`src/hdl/clc_pkg.sv`:
```
// ----------------------------------------------------------------------------
// clc_pkg - classical letter cipher shared definitions
// Register codes, cipher modes, configuration record and reset values.
// ----------------------------------------------------------------------------
package clc_pkg;

	localparam int DEF_MAX_KEY_LEN = 8;
	localparam int KEY_BITS        = 40;
	localparam int SHIFT_W         = 5;
	localparam int KEY_LETTERS     = KEY_BITS / SHIFT_W;
	localparam int KEY_IDX_W       = 5;   // holds any position or length up to 16
	localparam int CHAR_W          = 8;
	localparam int CFG_DATA_W      = KEY_BITS;

	localparam logic [SHIFT_W-1:0] ALPHA      = 5'd26;
	localparam logic [SHIFT_W-1:0] ALPHA_LAST = 5'd25;
	localparam logic [SHIFT_W-1:0] ROT_AMOUNT = 5'd13;

	localparam logic [CHAR_W-1:0] CH_UPPER_A = 8'd65;
	localparam logic [CHAR_W-1:0] CH_UPPER_Z = 8'd90;
	localparam logic [CHAR_W-1:0] CH_LOWER_A = 8'd97;
	localparam logic [CHAR_W-1:0] CH_LOWER_Z = 8'd122;
	localparam logic [CHAR_W-1:0] CH_DOT     = 8'd46;
	localparam logic [CHAR_W-1:0] CH_SLASH   = 8'd47;

	typedef enum logic [1:0] {
		MODE_ATBASH  = 2'd0,
		MODE_ROT13   = 2'd1,
		MODE_VIG_ENC = 2'd2,
		MODE_VIG_DEC = 2'd3
	} mode_t;

	typedef enum logic [1:0] {
		REG_CIPHER_MODE = 2'd0,
		REG_ADD_ATBASH  = 2'd1,
		REG_KEY_LENGTH  = 2'd2,
		REG_KEY_SHIFTS  = 2'd3
	} reg_idx_t;

	typedef struct packed {
		mode_t                cipher_mode;
		logic                 add_atbash;
		logic [3:0]           key_length;
		logic [KEY_BITS-1:0]  key_shifts;
	} cfg_t;

	// "SISOP" packed as five 5-bit shifts, first letter lowest
	localparam cfg_t CFG_RESET = '{
		cipher_mode: MODE_ATBASH,
		add_atbash:  1'b1,
		key_length:  4'd5,
		key_shifts:  40'd16206098
	};

	function automatic logic [SHIFT_W-1:0] mirror(input logic [SHIFT_W-1:0] x);
		mirror = ALPHA_LAST - x;
	endfunction

	// (a + b) mod 26 for a, b below 26
	function automatic logic [SHIFT_W-1:0] add_mod(input logic [SHIFT_W-1:0] a,
		input logic [SHIFT_W-1:0] b);
		logic [SHIFT_W:0] sum;
		sum = {1'b0, a} + {1'b0, b};
		if (sum >= {1'b0, ALPHA}) begin
			sum = sum - {1'b0, ALPHA};
		end
		add_mod = sum[SHIFT_W-1:0];
	endfunction

endpackage

```
`src/hdl/clc_cfg_regs.sv`:
```
// ----------------------------------------------------------------------------
// clc_cfg_regs - configuration register file
// Write-only registers loaded through the enable/index/data port.
// ----------------------------------------------------------------------------
module clc_cfg_regs (
	input  logic                          clk,
	input  logic                          arst_n,
	input  logic                          cfg_we,
	input  logic [1:0]                    cfg_index,
	input  logic [clc_pkg::CFG_DATA_W-1:0] cfg_data,
	output clc_pkg::cfg_t                 cfg
);

	clc_pkg::cfg_t cfg_q;

	always_ff @(posedge clk or negedge arst_n) begin
		if (!arst_n) begin
			cfg_q <= clc_pkg::CFG_RESET;
		end else if (cfg_we) begin
			unique case (clc_pkg::reg_idx_t'(cfg_index))
				clc_pkg::REG_CIPHER_MODE: cfg_q.cipher_mode <= clc_pkg::mode_t'(cfg_data[1:0]);
				clc_pkg::REG_ADD_ATBASH:  cfg_q.add_atbash  <= cfg_data[0];
				clc_pkg::REG_KEY_LENGTH:  cfg_q.key_length  <= cfg_data[3:0];
				clc_pkg::REG_KEY_SHIFTS:  cfg_q.key_shifts  <= cfg_data[clc_pkg::KEY_BITS-1:0];
				default: ;
			endcase
		end
	end

	assign cfg = cfg_q;

endmodule

```
`src/hdl/clc_xform.sv`:
```
// ----------------------------------------------------------------------------
// clc_xform - per-character letter transform
// Key position and dot state, and the combinational letter mapping.
// ----------------------------------------------------------------------------
module clc_xform #(
	parameter int MAX_KEY_LEN = clc_pkg::DEF_MAX_KEY_LEN
) (
	input  logic                      clk,
	input  logic                      arst_n,
	input  clc_pkg::cfg_t             cfg,
	input  logic [clc_pkg::CHAR_W-1:0] char_s1,
	input  logic                      start_s1,
	input  logic                      advance,
	output logic [clc_pkg::CHAR_W-1:0] char_res
);

	localparam int KP_W = (MAX_KEY_LEN > 1) ? $clog2(MAX_KEY_LEN) : 1;
	localparam int IW   = clc_pkg::KEY_IDX_W;
	localparam int SW   = clc_pkg::SHIFT_W;

	logic [KP_W-1:0] key_pos_q, key_pos_d;
	logic            past_dot_q, past_dot_d;

	always_comb begin
		logic [KP_W-1:0]            kp;
		logic                       pd;
		logic [IW-1:0]              len;
		logic [IW-1:0]              pos;
		logic [IW-1:0]              nxt;
		logic [SW-1:0]              shift;
		logic [SW-1:0]              x;
		logic [clc_pkg::CHAR_W-1:0] base;
		logic [clc_pkg::CHAR_W-1:0] diff;
		logic                       upper;
		logic                       lower;
		logic                       vig;

		// a new name clears the key and dot state before its first byte
		kp = start_s1 ? '0 : key_pos_q;
		pd = start_s1 ? 1'b0 : past_dot_q;

		if (cfg.key_length == 4'd0) begin
			len = IW'(1);
		end else if (IW'(cfg.key_length) > IW'(MAX_KEY_LEN)) begin
			len = IW'(MAX_KEY_LEN);
		end else begin
			len = IW'(cfg.key_length);
		end

		pos = (IW'(kp) < len) ? IW'(kp) : '0;
		nxt = pos + IW'(1);
		if (nxt >= len) begin
			nxt = '0;
		end

		shift = '0;
		for (int p = 0; p < clc_pkg::KEY_LETTERS; p++) begin
			if (pos == IW'(p)) begin
				shift = cfg.key_shifts[p*SW +: SW];
			end
		end
		if (shift >= clc_pkg::ALPHA) begin
			shift = shift - clc_pkg::ALPHA;
		end

		upper = (char_s1 >= clc_pkg::CH_UPPER_A) && (char_s1 <= clc_pkg::CH_UPPER_Z);
		lower = (char_s1 >= clc_pkg::CH_LOWER_A) && (char_s1 <= clc_pkg::CH_LOWER_Z);
		base  = upper ? clc_pkg::CH_UPPER_A : clc_pkg::CH_LOWER_A;
		diff  = char_s1 - base;
		x     = diff[SW-1:0];
		vig   = (cfg.cipher_mode == clc_pkg::MODE_VIG_ENC) ||
			(cfg.cipher_mode == clc_pkg::MODE_VIG_DEC);

		unique case (cfg.cipher_mode)
			clc_pkg::MODE_ATBASH: begin
				x = clc_pkg::mirror(x);
			end
			clc_pkg::MODE_ROT13: begin
				x = clc_pkg::add_mod(x, clc_pkg::ROT_AMOUNT);
				if (cfg.add_atbash) x = clc_pkg::mirror(x);
			end
			clc_pkg::MODE_VIG_ENC: begin
				if (cfg.add_atbash) x = clc_pkg::mirror(x);
				x = clc_pkg::add_mod(x, shift);
			end
			clc_pkg::MODE_VIG_DEC: begin
				// subtract modulo 26 by adding the complement shift
				x = clc_pkg::add_mod(x, (shift == '0) ? '0 : (clc_pkg::ALPHA - shift));
				if (cfg.add_atbash) x = clc_pkg::mirror(x);
			end
			default: ;
		endcase

		char_res   = char_s1;
		key_pos_d  = kp;
		past_dot_d = pd;
		if (!pd) begin
			if (char_s1 == clc_pkg::CH_DOT) begin
				past_dot_d = 1'b1;
			end else if (char_s1 == clc_pkg::CH_SLASH) begin
				key_pos_d = '0;
			end else if (upper || lower) begin
				char_res = base + {3'b000, x};
				if (vig) key_pos_d = KP_W'(nxt);
			end
		end
	end

	always_ff @(posedge clk or negedge arst_n) begin
		if (!arst_n) begin
			key_pos_q  <= '0;
			past_dot_q <= 1'b0;
		end else if (advance) begin
			key_pos_q  <= key_pos_d;
			past_dot_q <= past_dot_d;
		end
	end

endmodule

```
`src/hdl/classical_letter_cipher_stream_unit.sv`:
```
// ----------------------------------------------------------------------------
// classical_letter_cipher_stream_unit - streaming file-name letter cipher
// Each character passes the input register, then the result register.
// Throughput: one character per cycle unless the output stalls; the key
// position counter is updated once per character as it leaves the input
// register. Reset (arst_n, async, active low) empties both registers, clears
// the key position and dot flag, and loads the configuration defaults.
// ----------------------------------------------------------------------------
module classical_letter_cipher_stream_unit #(
	parameter int MAX_KEY_LEN = clc_pkg::DEF_MAX_KEY_LEN
) (
	input  logic                           clk,
	input  logic                           arst_n,
	input  logic                           cfg_we,
	input  logic [1:0]                     cfg_index,
	input  logic [clc_pkg::CFG_DATA_W-1:0] cfg_data,
	input  logic                           s_tvalid,
	output logic                           s_tready,
	input  logic [7:0]                     s_tdata,   // [7:0] char_in
	input  logic                           s_tuser,   // [0] name_start
	output logic                           m_tvalid,
	input  logic                           m_tready,
	output logic [7:0]                     m_tdata    // [7:0] char_out
);

	clc_pkg::cfg_t cfg;

	logic                       valid_s1;
	logic [clc_pkg::CHAR_W-1:0] char_s1;
	logic                       start_s1;
	logic                       valid_s2;
	logic [clc_pkg::CHAR_W-1:0] char_s2;
	logic [clc_pkg::CHAR_W-1:0] char_res;
	logic                       s2_free;
	logic                       advance;

	assign s2_free  = !valid_s2 || m_tready;
	assign advance  = valid_s1 && s2_free;
	assign s_tready = !valid_s1 || s2_free;

	clc_cfg_regs u_cfg (
		.clk       (clk),
		.arst_n    (arst_n),
		.cfg_we    (cfg_we),
		.cfg_index (cfg_index),
		.cfg_data  (cfg_data),
		.cfg       (cfg)
	);

	clc_xform #(
		.MAX_KEY_LEN (MAX_KEY_LEN)
	) u_xform (
		.clk      (clk),
		.arst_n   (arst_n),
		.cfg      (cfg),
		.char_s1  (char_s1),
		.start_s1 (start_s1),
		.advance  (advance),
		.char_res (char_res)
	);

	always_ff @(posedge clk or negedge arst_n) begin
		if (!arst_n) begin
			valid_s1 <= 1'b0;
		end else if (s_tvalid && s_tready) begin
			valid_s1 <= 1'b1;
		end else if (advance) begin
			valid_s1 <= 1'b0;
		end
	end

	always_ff @(posedge clk) begin
		if (s_tvalid && s_tready) begin
			char_s1  <= s_tdata;
			start_s1 <= s_tuser;
		end
	end

	always_ff @(posedge clk or negedge arst_n) begin
		if (!arst_n) begin
			valid_s2 <= 1'b0;
		end else if (advance) begin
			valid_s2 <= 1'b1;
		end else if (m_tready) begin
			valid_s2 <= 1'b0;
		end
	end

	always_ff @(posedge clk) begin
		if (advance) begin
			char_s2 <= char_res;
		end
	end

	assign m_tvalid = valid_s2;
	assign m_tdata  = char_s2;

endmodule
```
`config.mk`:
```
export PLATFORM = sky130hd
export DESIGN_NAME = classical_letter_cipher_stream_unit
export DESIGN_NICKNAME = d
export VERILOG_FILES = /design/src/hdl/clc_pkg.sv /design/src/hdl/clc_cfg_regs.sv /design/src/hdl/clc_xform.sv /design/src/hdl/classical_letter_cipher_stream_unit.sv
export SDC_FILE = /design/constraint.sdc
export NUM_CORES = 1
export LEC_CHECK = 0
export BUFFER_PORTS_ARGS = -buffer_cell sky130_fd_sc_hd__buf_2
export CORE_UTILIZATION = 60
export CTS_BUF_LIST = sky130_fd_sc_hd__clkbuf_8
export DETAILED_ROUTE_END_ITERATION = 6
export PLACE_DENSITY_LB_ADDON = 0.2
export SLEW_MARGIN = 30
export SYNTH_ARGS = -nofsm -noshare
export SYNTH_HDL_FRONTEND = slang
export SYNTH_SLANG_ARGS = --single-unit
```
`constraint.sdc`:
```
create_clock -name clk -period 8.1 [get_ports clk]
set_clock_uncertainty 0.15 [all_clocks]
set_input_delay 0.81 -clock clk [delete_from_list [all_inputs] [get_ports clk]]
set_output_delay 0.81 -clock clk [all_outputs]
set_load 0.02 [all_outputs]
```
==> out/metrics.csv <==
metric,value,unit
run_status,finished clean,
cts-buffers-inserted,9,
max_cap_violations,0,
number_of_antenna_violations_at_the_first_check_in_global_routing,0,
route.detailed.drc,0,
min_period_over_period,0.930,
post_synth_inst_count,581,
net-switching-power,0.757,mW
dr.first_iter.drc_count,184,
finalWorstPathRequiredPeriod,7.53,ns
crit_fanout,10,
postSynthNetCount,675,
combPwrFrac,0.544,
worst_pin_slew,0.670,ns
antenna_left,0,
placedInstanceArea,0.00582,mm2
total_leakage_power,2.63,nW
synth_compound_gate_area_share,0.195,
finalNonFillerCells,749,
clk_transition_reported_paths,0.09,ns
hold_viol,0,
clk_path_buf_depth,2,
crit_path_top_delay_cell,sky130_fd_sc_hd__dfrtp_1,
number_of_top_level_design_ports,66,
synth.avg_cell_area,9.36,um2
critical-path-max-stage-delay,0.47,ns
core_area,0.00876,mm2
insertedDiodeCount,0,
peakVddDrop,0.127,mV
vias_per_cell,6.23,
totalNegativeSetupSlack,0,ns
final_core_utilization,0.696,
numClockSinks,70,
worst_r2r_endpoint,m_tdata[7],
ctsHtreeMaxLevel,3,
endpoint_kind,flop,
mostFrequentLayoutCell,sky130_fd_sc_hd__buf_2,
root_buffer,sky130_fd_sc_hd__clkbuf_8,
final_cell_mix,"65 x sky130_fd_sc_hd__buf_2, 51 x sky130_fd_sc_hd__nand2_1, 48 x sky130_fd_sc_hd__mux2_2",
totalWireLength,13.0,mm
die_w,97.2,um
design.die.area,0.00945,mm2
post_synth_and_or_nand_nor_area_fraction,0.176,
detailed_place_hpwl,9.86,mm
holdPathEnd,u_xform.past_dot_q,
synth_top_family_by_area,compound AO/OA/AOI/OAI gates,
critical-path-top-cell-by-count,sky130_fd_sc_hd__nand2_1,
post_synth_num_cell_types,80,
first_global_vias,4693,
internal_power,1.01,mW
initial_cell_density_of_the_core,0.621,
arithmetic_cell_share_of_the_synthesized_area_counting_full_adders_half_adders_and_majority_gates,0.0920,
r2r.worst_path.cells,36,
slew_violations,0,
relSlewSlack,0.553,
std_cell_rows,34,
synth-warning-count,0,
synthXorXnorAreaFrac,0.0479,
tritoncts_clock_tree,built,
gp_routability_congestion,0.932,
dieHeight,97.2,um
finish.instance_area,0.00610,mm2
port_buffer_count,65,
hold_buffers,0,
synth.mux.area_fraction,0.103,
ys.flop_type,sky130_fd_sc_hd__dfrtp_1,
grt_start_max_net_pins,54,
grt_pass1_wl,21.4,mm
hold_path_depth,2,
worstHoldStart,u_xform.past_dot_q,
power.switching_fraction,0.428,
nFillCells,702,
ffs_latches_synth,70,
clock_power_share,0.183,
clk_latency,0.35,ns
dp_cells,732,
num_vias,4666,
areaGrowthSynthToFinish,12.1,%
synth.cell_area,0.00544,mm2
drive_gt1_frac,0.273,
timing.critical_path.from_type,flop,
fmax,0.133,GHz
worst-r2r-setup-slack,0.57,ns
critPathArrivalTime,7.50,ns
worstSetupPathType,reg2reg,
grt_overflow_total,0,
grt_usage,0.281,
worstReg2RegStart,u_cfg.cfg[43],
power.share.sequential,0.273,
synth-edff-count,17,
report.power.total,1.77,mW
worstHoldPathType,reg2reg,
worst_ep_required_time,8.07,ns
drt_pass1_iterations,5,
setup_viol,0,
synth-async-reset-ratio,0.757,
layout.nets,730,
synth_sequential_area_ratio,0.341,
post_drt_wl_per_cell,17.4,um
power_density,290,mW/mm2
## per-stage QoR
stage / hold WS [ns] / worst slack, ns
global placement: 0.312 / 0.473
detailed placement: 0.329 / 0.216
finish: 0.343 / 0.568
floorplan: 0.292 / 0.764
CTS: 0.348 / 0.140
global route: 0.375 / -0.0856
## metal layers
| layer | share of wire | wire [um] | track usage |
|---|---|---|---|
| met5 | 0 | 0 | 0 |
| met4 | 0.038 | 495 | 0.142 |
| met3 | 0.048 | 625 | 0.0511 |
| met2 | 0.51 | 6660 | 0.490 |
| met1 | 0.40 | 5260 | 0.332 |
## kinds of logic after synthesis
| logic type | after synthesis |
|---|---|
| compound gates | 151 |
| fa+ha+maj | 39 |
| flops | 70 |
| buf+inv | 62 |
| simple gates | 181 |
| mux | 50 |
| xor+xnor | 28 |
## sequential cells by signal (all words and copies together) (netlist names)
register / cells
u_cfg.cfg: 47
char_s1: 8
m_tdata: 8
u_xform.key_pos_q: 3
m_tvalid: 1
start_s1: 1
u_xform.past_dot_q: 1
valid_s1: 1
## repair_timing
item / CTS / global route
endpoints found under the setup margin: 0 / 7
hold endpoints to repair: 0 / 0
resized for setup: 0 / 11
setup buffers: 0 / 1
## how the worst max path moves through the flow
stage / from / end / slack, ns / cells after the start
final: u_cfg.cfg[43] / m_tdata[7] / 0.57 / 36
after global routing: u_cfg.cfg[43] / m_tdata[7] / -0.09 / 36
after CTS: start_s1 / m_tdata[7] / 0.14 / 34
after detailed placement: start_s1 / m_tdata[5] / 0.22 / 32
after global placement: start_s1 / m_tdata[5] / 0.47 / 32
after floorplan: start_s1 / m_tdata[5] / 0.76 / 31
## critical path: cells and delay by family (launching register included)
kind            cells  cell delay, ns
fa+ha+maj           6            1.72
compound gates     13            2.48
simple gates       14            1.96
buf+inv             2            0.25
flops               1            0.47
xor+xnor            1            0.25
## power by group through the flow
| stage | registers [mW] | logic (mW) | clock network [mW] |
|---|---|---|---|
| finish | 0.482 | 0.962 | 0.323 |
| global route | 0.488 | 1.06 | 0.340 |
| CTS | 0.481 | 0.940 | 0.327 |
| detailed placement | 0.487 | 0.933 | 0 |
| global placement | 0.485 | 0.902 | 0 |
| floorplan | 0.465 | 0.738 | 0 |
## cell usage after synthesis, types with 6 or more instances
cell / instances / share of area
sky130_fd_sc_hd__a21o_1: 9 / 0.012
sky130_fd_sc_hd__nor2b_1: 17 / 0.020
sky130_fd_sc_hd__inv_1: 36 / 0.025
sky130_fd_sc_hd__o21ai_0: 27 / 0.025
sky130_fd_sc_hd__nand2b_1: 9 / 0.010
sky130_fd_sc_hd__dfstp_2: 15 / 0.072
sky130_fd_sc_hd__nor3_1: 12 / 0.011
sky130_fd_sc_hd__clkbuf_1: 16 / 0.011
sky130_fd_sc_hd__xnor2_1: 18 / 0.029
sky130_fd_sc_hd__xor2_1: 9 / 0.014
sky130_fd_sc_hd__o31ai_1: 9 / 0.012
sky130_fd_sc_hd__nor2_1: 29 / 0.020
sky130_fd_sc_hd__dfrtp_1: 38 / 0.17
sky130_fd_sc_hd__nand2_1: 51 / 0.035
sky130_fd_sc_hd__nand3_1: 16 / 0.015
sky130_fd_sc_hd__mux2_2: 48 / 0.099
sky130_fd_sc_hd__a21oi_1: 37 / 0.034
sky130_fd_sc_hd__edfxtp_1: 17 / 0.094
sky130_fd_sc_hd__a221oi_1: 6 / 0.0097
sky130_fd_sc_hd__nand3b_1: 9 / 0.012
sky130_fd_sc_hd__ha_1: 36 / 0.083
## layout make-up
| type | count | area, um2 | share of cell area |
|---|---|---|---|
| inverters | 37 | 139 | 0.0228 |
| flip-flops and latches | 70 | 1860 | 0.304 |
| multi-input cells | 449 | 3390 | 0.556 |
| well taps | 108 | 135 | 0.0222 |
| clock buffers | 9 | 124 | 0.0203 |
| repair buffers | 69 | 355 | 0.0583 |
| clock inverters | 7 | 97.6 | 0.0160 |
Note: power is estimated with default switching activity, not from simulation.
